**src/design/drpt_pkg.sv**
```systemverilog
`default_nettype none
package drpt_pkg;

    localparam int POOL_TABLES          = 4;
    localparam int FIRST_LEVEL_ENTRIES  = 512;
    localparam int SECOND_LEVEL_ENTRIES = 512;

    localparam int L1_IDX_W   = $clog2(FIRST_LEVEL_ENTRIES);
    localparam int L2_IDX_W   = $clog2(SECOND_LEVEL_ENTRIES);
    localparam int TAB_W      = (POOL_TABLES > 1) ? $clog2(POOL_TABLES) : 1;
    localparam int NFT_W      = $clog2(POOL_TABLES + 1);
    localparam int POOL_DEPTH = POOL_TABLES * SECOND_LEVEL_ENTRIES;
    localparam int POOL_AW    = TAB_W + L2_IDX_W;

    localparam logic [1:0] MODE_LOAD = 2'd0;
    localparam logic [1:0] MODE_MAP  = 2'd1;
    localparam logic [1:0] MODE_READ = 2'd2;

    localparam logic [1:0] ST_OK      = 2'd0;
    localparam logic [1:0] ST_FULL    = 2'd1;
    localparam logic [1:0] ST_FOREIGN = 2'd2;

    localparam logic CFG_POOL_BASE = 1'b0;
    localparam logic CFG_LOW_SKIP  = 1'b1;

    localparam logic [9:0]  LOW_SKIP_RESET = 10'd4;
    localparam logic [20:0] DEV_BLOCK      = 21'h000401;
    localparam logic [11:0] TABLE_DESC     = 12'h003;

    typedef struct packed {
        logic [1:0]  mode;
        logic [47:0] phys_address;
        logic [47:0] range_size;
        logic [63:0] entry_value;
    } t_in;

    typedef struct packed {
        logic [1:0]  status;
        logic [63:0] first_level_value;
        logic [63:0] second_level_value;
        logic [2:0]  tables_in_use;
        logic        invalidate_request;
    } t_out;

    typedef struct packed {
        logic latch;
        logic clr_step;
        logic l1_rd_in;
        logic l1_rd_r;
        logic l1_wr_in;
        logic l1_wr_tab;
        logic pool_rd;
        logic cap_l1;
        logic cap_l2;
        logic split_step;
        logic blk_init;
        logic blk_step;
        logic next_region;
        logic use_found;
        logic set_full;
        logic set_foreign;
        logic set_inval;
    } t_cmd;

    typedef struct packed {
        logic       clr_last;
        logic [1:0] mode;
        logic       idx_ok;
        logic       size_zero;
        logic       region_end;
        logic       region_skip;
        logic       is_table;
        logic       found;
        logic       is_block;
        logic       pool_full;
        logic       cnt_last;
        logic       blk_last;
    } t_stat;

endpackage
`default_nettype wire

```
**src/design/drpt_ctrl.sv**
```systemverilog
`default_nettype none
module drpt_ctrl (
    input  wire logic           i_clk,
    input  wire logic           i_rst_n,
    input  wire logic           start,
    input  wire drpt_pkg::t_stat i_stat,
    output drpt_pkg::t_cmd      o_cmd,
    output logic                busy,
    output logic                o_done
);
    import drpt_pkg::*;

    typedef enum logic [3:0] {
        S_CLEAR, S_IDLE, S_DECODE, S_RD_L1, S_RD_L2, S_MAP_REGION,
        S_MAP_ENTRY, S_SPLIT, S_BLK_START, S_BLOCKS, S_DONE
    } t_state;

    t_state r_state, n_state;
    logic   r_busy, r_done;

    always_comb begin
        o_cmd   = '0;
        n_state = r_state;
        unique case (r_state)
            S_CLEAR: begin
                o_cmd.clr_step = 1'b1;
                if (i_stat.clr_last) n_state = S_IDLE;
            end
            S_IDLE: begin
                if (start) begin
                    o_cmd.latch = 1'b1;
                    n_state     = S_DECODE;
                end
            end
            S_DECODE: begin
                n_state = S_DONE;
                if (i_stat.mode == MODE_LOAD) begin
                    o_cmd.l1_wr_in = i_stat.idx_ok;
                end else if (i_stat.mode == MODE_MAP) begin
                    if (!i_stat.size_zero) n_state = S_MAP_REGION;
                end else if (i_stat.mode == MODE_READ) begin
                    if (i_stat.idx_ok) begin
                        o_cmd.l1_rd_in = 1'b1;
                        n_state        = S_RD_L1;
                    end
                end
            end
            S_RD_L1: begin
                o_cmd.cap_l1 = 1'b1;
                n_state      = S_DONE;
                if (i_stat.is_table) begin
                    if (i_stat.found) begin
                        o_cmd.pool_rd = 1'b1;
                        n_state       = S_RD_L2;
                    end else begin
                        o_cmd.set_foreign = 1'b1;
                    end
                end
            end
            S_RD_L2: begin
                o_cmd.cap_l2 = 1'b1;
                n_state      = S_DONE;
            end
            S_MAP_REGION: begin
                if (i_stat.region_end) begin
                    o_cmd.set_inval = 1'b1;
                    n_state         = S_DONE;
                end else if (i_stat.region_skip) begin
                    o_cmd.next_region = 1'b1;
                end else begin
                    o_cmd.l1_rd_r = 1'b1;
                    n_state       = S_MAP_ENTRY;
                end
            end
            S_MAP_ENTRY: begin
                if (i_stat.is_table) begin
                    if (i_stat.found) begin
                        o_cmd.use_found = 1'b1;
                        n_state         = S_BLK_START;
                    end else begin
                        o_cmd.set_foreign = 1'b1;
                        o_cmd.next_region = 1'b1;
                        n_state           = S_MAP_REGION;
                    end
                end else if (i_stat.pool_full) begin
                    o_cmd.set_full = 1'b1;
                    n_state        = S_DONE;
                end else begin
                    o_cmd.l1_wr_tab = 1'b1;
                    n_state         = i_stat.is_block ? S_SPLIT : S_BLK_START;
                end
            end
            S_SPLIT: begin
                o_cmd.split_step = 1'b1;
                if (i_stat.cnt_last) n_state = S_BLK_START;
            end
            S_BLK_START: begin
                o_cmd.blk_init = 1'b1;
                n_state        = S_BLOCKS;
            end
            S_BLOCKS: begin
                o_cmd.blk_step = 1'b1;
                if (i_stat.blk_last) begin
                    o_cmd.next_region = 1'b1;
                    n_state           = S_MAP_REGION;
                end
            end
            S_DONE: begin
                n_state = S_IDLE;
            end
            default: begin
                n_state = S_IDLE;
            end
        endcase
    end

    always_ff @(posedge i_clk) begin
        if (!i_rst_n) begin
            r_state <= S_CLEAR;
            r_busy  <= 1'b1;
            r_done  <= 1'b0;
        end else begin
            r_state <= n_state;
            r_busy  <= (n_state != S_IDLE);
            r_done  <= (n_state == S_DONE);
        end
    end

    assign busy   = r_busy;
    assign o_done = r_done;

endmodule
`default_nettype wire

```
**config.mk**
```make
export PLATFORM = sky130hd
export DESIGN_NAME = drpt_ctrl
export DESIGN_NICKNAME = d
export VERILOG_FILES = /design/src/design/drpt_pkg.sv /design/src/design/drpt_ctrl.sv
export SDC_FILE = /design/constraint.sdc
export NUM_CORES = 1
export LEC_CHECK = 0
export ABC_CLOCK_PERIOD_IN_PS = 4550
export BUFFER_PORTS_ARGS = -buffer_cell sky130_fd_sc_hd__buf_2
export CORE_MARGIN = 2
export CORE_UTILIZATION = 46
export DETAILED_ROUTE_END_ITERATION = 8
export PLACE_DENSITY_LB_ADDON = 0.3
export SLEW_MARGIN = 20
export SYNTH_ARGS = -nofsm -noshare
export SYNTH_HDL_FRONTEND = slang
export SYNTH_SLANG_ARGS = --single-unit
```
**constraint.sdc**
```tcl
create_clock -name i_clk -period 4.55 [get_ports i_clk]
set_input_delay 0.455 -clock i_clk [delete_from_list [all_inputs] [get_ports i_clk]]
set_output_delay 0.455 -clock i_clk [all_outputs]
set_load 0.1 [all_outputs]
```
==> impl_results.md, run 1 <==
* Syn Nets at 95
* Die W at around 40 um
* Synth Cell Area at 635.6 sq um
* Max Clock Skew at 3.873 ps
* DRT Pass-1 Iters at 4
* Vias in the first global route at 644
* Hold Buf Count CTS at 0
* Initial antenna violation count at 0
* Final TNS setup at 0 ps
* Post-route ant nets at 0
* Post-Syn Instances at 79
* Number of synthesized flops with an enable pin at 0
* DPL Wire Length at roughly 1300 um
* Kind of start point of the critical path: flop
* Met1 usage at a little under a third
* Top-count cell post-synth: nor2_1
* Setup bufs post-CTS at 0
* CP Class: flop to output pin
* Post-layout minimum cycle time at between 2000 and 3000 ps
* Crit path DAT at 2180 ps
* Async S/R FF share, synth at 0%
* CTS max path bufs at 2
* RSZ-0062 raised after global routing: false
* Hold Slack at approximately 460 ps
* Worst Tran Pin Value at ~530 ps
* Static leakage at 0.3682 nW
* Initial core utilization at just under 50%
* Met2 GRT Util at 39.06%
* Via/cell ratio at between 5 and 6
* Synth top cells by count: nor2_1 (9), dfxtp_1 (6), nand2_1 (6), nor3_1 (5)
* Row count at 13
* Maximum operating frequency at about 380 MHz
* Clock sinks at 6
* Fin nets at roughly 130
* Cell family with most CP delay: simple AND/OR/NAND/NOR gates
* Area leader, netlist: dfxtp_1
* Ys flop type: dfxtp_1
* # DRC at 0
* Final Setup Violations at 0
* First-pass GRT wire length at 2684 um
* Synth Area per Inst at a little over 8 sq um
* Die Y at just over 40 um
* Final Hold Vio Count at 0
* Gpl congestion at 0.9384
* # resized after CTS at 0
* Final Max Slew Viols at 0
* DRT iter0 DRCs at 19
* Status: finished, final reports clean
* Synth warn at 0
* Remaining Overflow, GRT at 0
* Setup ws final at approximately 1900 ps
* Worst setup EP type: output pin
* Synth top area cells: dfxtp_1 (19%), nor2_1 (5.3%), o32ai_4 (4.3%)
* # port buffers at 34
* Synth unique cells at 33
* Top cell type's share of synthesized area at between 10% and 20%
* Busiest grt layer: met2
* Largest net degree at the start of global routing at 16
* Avg WL per Cell at 13.28 um
* Core Region at approximately 0.0013 sq mm
* CTS tree: done
* Yosys reg bits at 6
* Io pins at 35
* Die ar. at approximately 0.0017 sq mm
* Routed via count at approximately 730
* Buf/Inv on CP at 1
* Hold Path Class: input pin to flop
* Peak fanout along the critical path at 15
* Num CTS Buffers at 3
* Drt total wl at 1673 um
* Peak supply drop at approximately 0.17 mV
* Max-cap violations at 0
* Pre-CTS setup slack at 2172 ps
* Synth-to-Final Area Change at 27.56%
* Slowest stage delay, CP at roughly 650 ps
* Fraction of layout cells with a size suffix above 1 at just over 40%
* # diodes at 0
* Worst EP required at a little over 4000 ps
* CP max stage cell: dfxtp_1
* Pwr dens at around 310 mW/mm^2
* CP Cell Sequence: or4b_4, nor4b_2, buf_2
* Worst rel slew slack at 64.59%
* H-tree depth at 1
* All-Layer GR Usage at a little under a quarter
* Clock slew at reported path FFs at about 50 ps
* Clock Tree Root: clkbuf_4
* Latest clock arrival within the worst-skew pair at roughly 240 ps
* Seq/Total Area, Yosys at about a fifth
* Grt met3 use at about 5.4%
* Period utilization at 57.90%
==> per-layer routing <==
layer  up-vias  part of all wire [%]
met2        31                    47
li1        358                     -
met3         0                   6.3
met4         0                     0
met5         -                     0
met1       343                    47
==> through the flow <==
stage	total power [W]	utilization [%]	instance area, sq um	cells
floorplan	0.0001849	-	641.9	79
global placement	0.0002046	60.58	788.3	123
detailed placement	0.0002055	60.58	788.3	123
CTS	0.0002543	62.31	810.8	126
global route	0.0002705	62.31	810.8	126
finish	0.0002548	62.31	810.8	126
==> report_power, final <==
part           switching [W]  internal, W
sequential         0.0000161    0.0000591
combinational      0.0000982    0.0000337
clock              0.0000179    0.0000297
==> registers in the layout, summed over array words and instances (netlist names) <==
register	count
o_done	1
busy	1
r_state	4
==> cells by family after synthesis <==
group | synth area share, %
AND/OR/NAND/NOR | 52.76
flip-flops | 18.90
multiplexers | 3.150
buffers and inverters | 7.873
AO/OA/AOI/OAI | 17.32
==> placed cells by master (no fill, tap or decap), drive strengths merged, types with 2 or more instances in the layout <==
cell type  synthesis  layout
nand3b             2       2
or3b               3       3
mux2i              2       2
nor3b              2       2
nor2b              4       4
dfxtp              6       6
nor3               6       6
nor2              10      10
nand2b             3       3
nand2              6       6
nor4               4       4
a211o              2       2
o211ai             2       2
clkbuf             0       3
buf                5      34
nand4b             2       2
a21oi              4       4
inv                2       2
nand4bb            2       2
nor4b              3       3
==> path summary, 6_finish.rpt <==
check / from / end / slack [ps] / depth (start not counted)
setup reg to reg: r_state[0] / o_done / 2480 / 5
hold / removal: i_rst_n / r_state[2] / 460 / 2
hold reg to reg: r_state[2] / o_done / 890 / 4
setup / recovery: r_state[1] / o_cmd[12] / 1920 / 3
==> layout make-up <==
cell class	count	area [sq um]
flip-flops and latches	6	120.1
fillers	126	490.5
inverters	2	7.507
repair buffers	34	170.2
well taps	15	18.77
multi-input cells	66	471.7
clock buffers	3	22.52
Note: power is estimated with default switching activity, not from simulation.
==> run 2, diff against run 1 <==
--- a/config.mk
+++ b/config.mk
@@ -5,10 +5,10 @@
 export SDC_FILE = /design/constraint.sdc
 export NUM_CORES = 1
 export LEC_CHECK = 0
-export ABC_CLOCK_PERIOD_IN_PS = 4550
+export ABC_CLOCK_PERIOD_IN_PS = 2190
 export BUFFER_PORTS_ARGS = -buffer_cell sky130_fd_sc_hd__buf_2
 export CORE_MARGIN = 2
-export CORE_UTILIZATION = 46
+export CORE_UTILIZATION = 39
 export DETAILED_ROUTE_END_ITERATION = 8
 export PLACE_DENSITY_LB_ADDON = 0.3
 export SLEW_MARGIN = 20
==> constraint.sdc (replaced) <==
create_clock -name i_clk -period 2.19 [get_ports i_clk]
set_input_delay 0.219 -clock i_clk [delete_from_list [all_inputs] [get_ports i_clk]]
set_output_delay 0.219 -clock i_clk [all_outputs]
set_load 0.1 [all_outputs]
==> run 2 against run 1 <==
- first-iteration DRC count rose by 32%
- sequential power rose by 100%
- via count down 1.1%
- die area increased by 16%
- register-to-register slack worse by 2300 ps
- flip-flop and latch count unchanged
- largest power group unchanged
==> impl_results.md, run 2 (synthesis gave the netlist of run 1 again) <==
* Clock Tree Root: clkbuf_4
* Via/cell ratio at roughly 5.7
* Most common cell after layout, fill and taps aside: buf_2
* Worst EP required at between 1500 and 2000 ps
* RR Startpoint: r_state[3]
* Most frequent cells in the layout: buf_2 (29), nand2_1 (6), nor2_1 (6)
* Worst Hold Depth at 2
* # DRC at 0
* Kind of start point of the critical path: flop
* Vias in the first global route at 626
* FF-to-FF path depth at 5
* # diodes at 0
* Crit path DAT at 1850 ps
* DRT iter0 DRCs at 25
* Initial antenna violation count at 0
* Die Y at 44.37 um
* Num CTS Buffers at 3
* Fillers at around 130
* CP Class: flop to output pin
* Die W at between 40 and 50 um
* RSZ-0062 raised after global routing: false
* Final TNS setup at 0 ps
* Max Clock Skew at 5.542 ps
* Worst Setup SP: r_state[0]
* Die ar. at 0.001969 sq mm
* Static leakage at between 0.4 and 0.5 nW
* Synth-to-Final Area Change at 51.57%
* Remaining Overflow, GRT at 0
* Maximum operating frequency at 482.6 MHz
* Fraction of layout cells with a size suffix above 1 at 50.89%
* Hold Startpoint: i_rst_n
* Initial core utilization at between 40% and 50%
* DPL Wire Length at between 1000 and 1500 um
* Final Hold Vio Count at 0
* Drt total wl at 1688 um
* CTS tree: done
* Peak fanout along the critical path at 13
* DRT Pass-1 Iters at 4
* Period utilization at a little over nine tenths
* Post-layout minimum cycle time at 2072 ps
* Io pins at 35
* # port buffers at 34
* Fin nets at 130
* All-Layer GR Usage at between 10% and 20%
* Status: finished, final reports clean
* # resized after CTS at 0
* Final Max Slew Viols at 0
* Hold Buf Count CTS at 0
* Routed via count at 724
* Worst Tran Pin Value at 490.8 ps
* Core Region at ~0.0015 sq mm
* CTS max path bufs at 2
* Worst setup EP type: output pin
* Worst rel slew slack at between 60% and 70%
* Peak supply drop at between 0.4 and 0.5 mV
* H-tree depth at 1
* Pwr dens at ~570 mW/mm^2
* Final Setup Violations at 0
* Clock slew at reported path FFs at approximately 40 ps
* Largest reg by FF count: r_state
* Max-cap violations at 0
* Hold Path Class: input pin to flop
* Avg WL per Cell at about 13 um
* Latest clock arrival within the worst-skew pair at between 200 and 250 ps
* Largest net degree at the start of global routing at 14
* Number of flip-flops in the largest register at 4
* Setup bufs post-CTS at 0
* Row count at 14
* Clock sinks at 6
* Gpl congestion at about 0.8
* Post-route ant nets at 0
* Hold Slack at roughly 230 ps
* First-pass GRT wire length at about 2700 um
run 2: worst paths after layout:
kind                 to  slack, ps
max           o_cmd[16]        120
min          r_state[0]        230
max reg2reg      o_done        190
min reg2reg      o_done        800
run 2: layout make-up:
| class | instances | area (sq um) | area share (%) |
|---|---|---|---|
| Sequential cell | 6 | 121.4 | 12.60 |
| Timing Repair Buffer | 35 | 252.7 | 26.23 |
| Tap cell | 16 | 20.02 | 2.078 |
| Clock buffer | 3 | 22.52 | 2.338 |
| Multi-Input combinational cell | 66 | 539.3 | 55.97 |
| Inverter | 2 | 7.507 | 0.7792 |
run 2: power breakdown:
part           internal, W  switching, W  leakage, nW
clock network    0.0000618     0.0000377       0.0138
logic            0.0000819      0.000219        0.342
registers         0.000124     0.0000288       0.0493
total             0.000267      0.000286        0.405
run 2: critical path: stages, from the launching register on:
cell and delay, ps:
dfxtp_2 500, nand2b_1 260, nor4b_2 370, buf_2 490
run 2: per-layer routing:
metal  track usage [%]  vias up  share of wire [%]
li1                  -      365                  -
met1             26.30      339                 44
met2             27.65       18                 50
met3             3.265        2                4.9
met4             7.273        0               0.41
met5                 0        -                  0
run 2: stage by stage:
stage | setup WS, ps | utilization (%) | std cells | power, W | area [sq um]
after global placement | 334.3 | 61.17 | 125 | 0.0004476 | 932.1
after floorplan | -793.7 | - | 79 | 0.0003986 | 701.9
final | 118.0 | 63.22 | 128 | 0.0005532 | 963.4
after detailed placement | 241.3 | 61.17 | 125 | 0.0004537 | 932.1
after CTS | 37.28 | 62.64 | 128 | 0.0005574 | 954.7
after global routing | 14.46 | 63.22 | 128 | 0.0005854 | 963.4
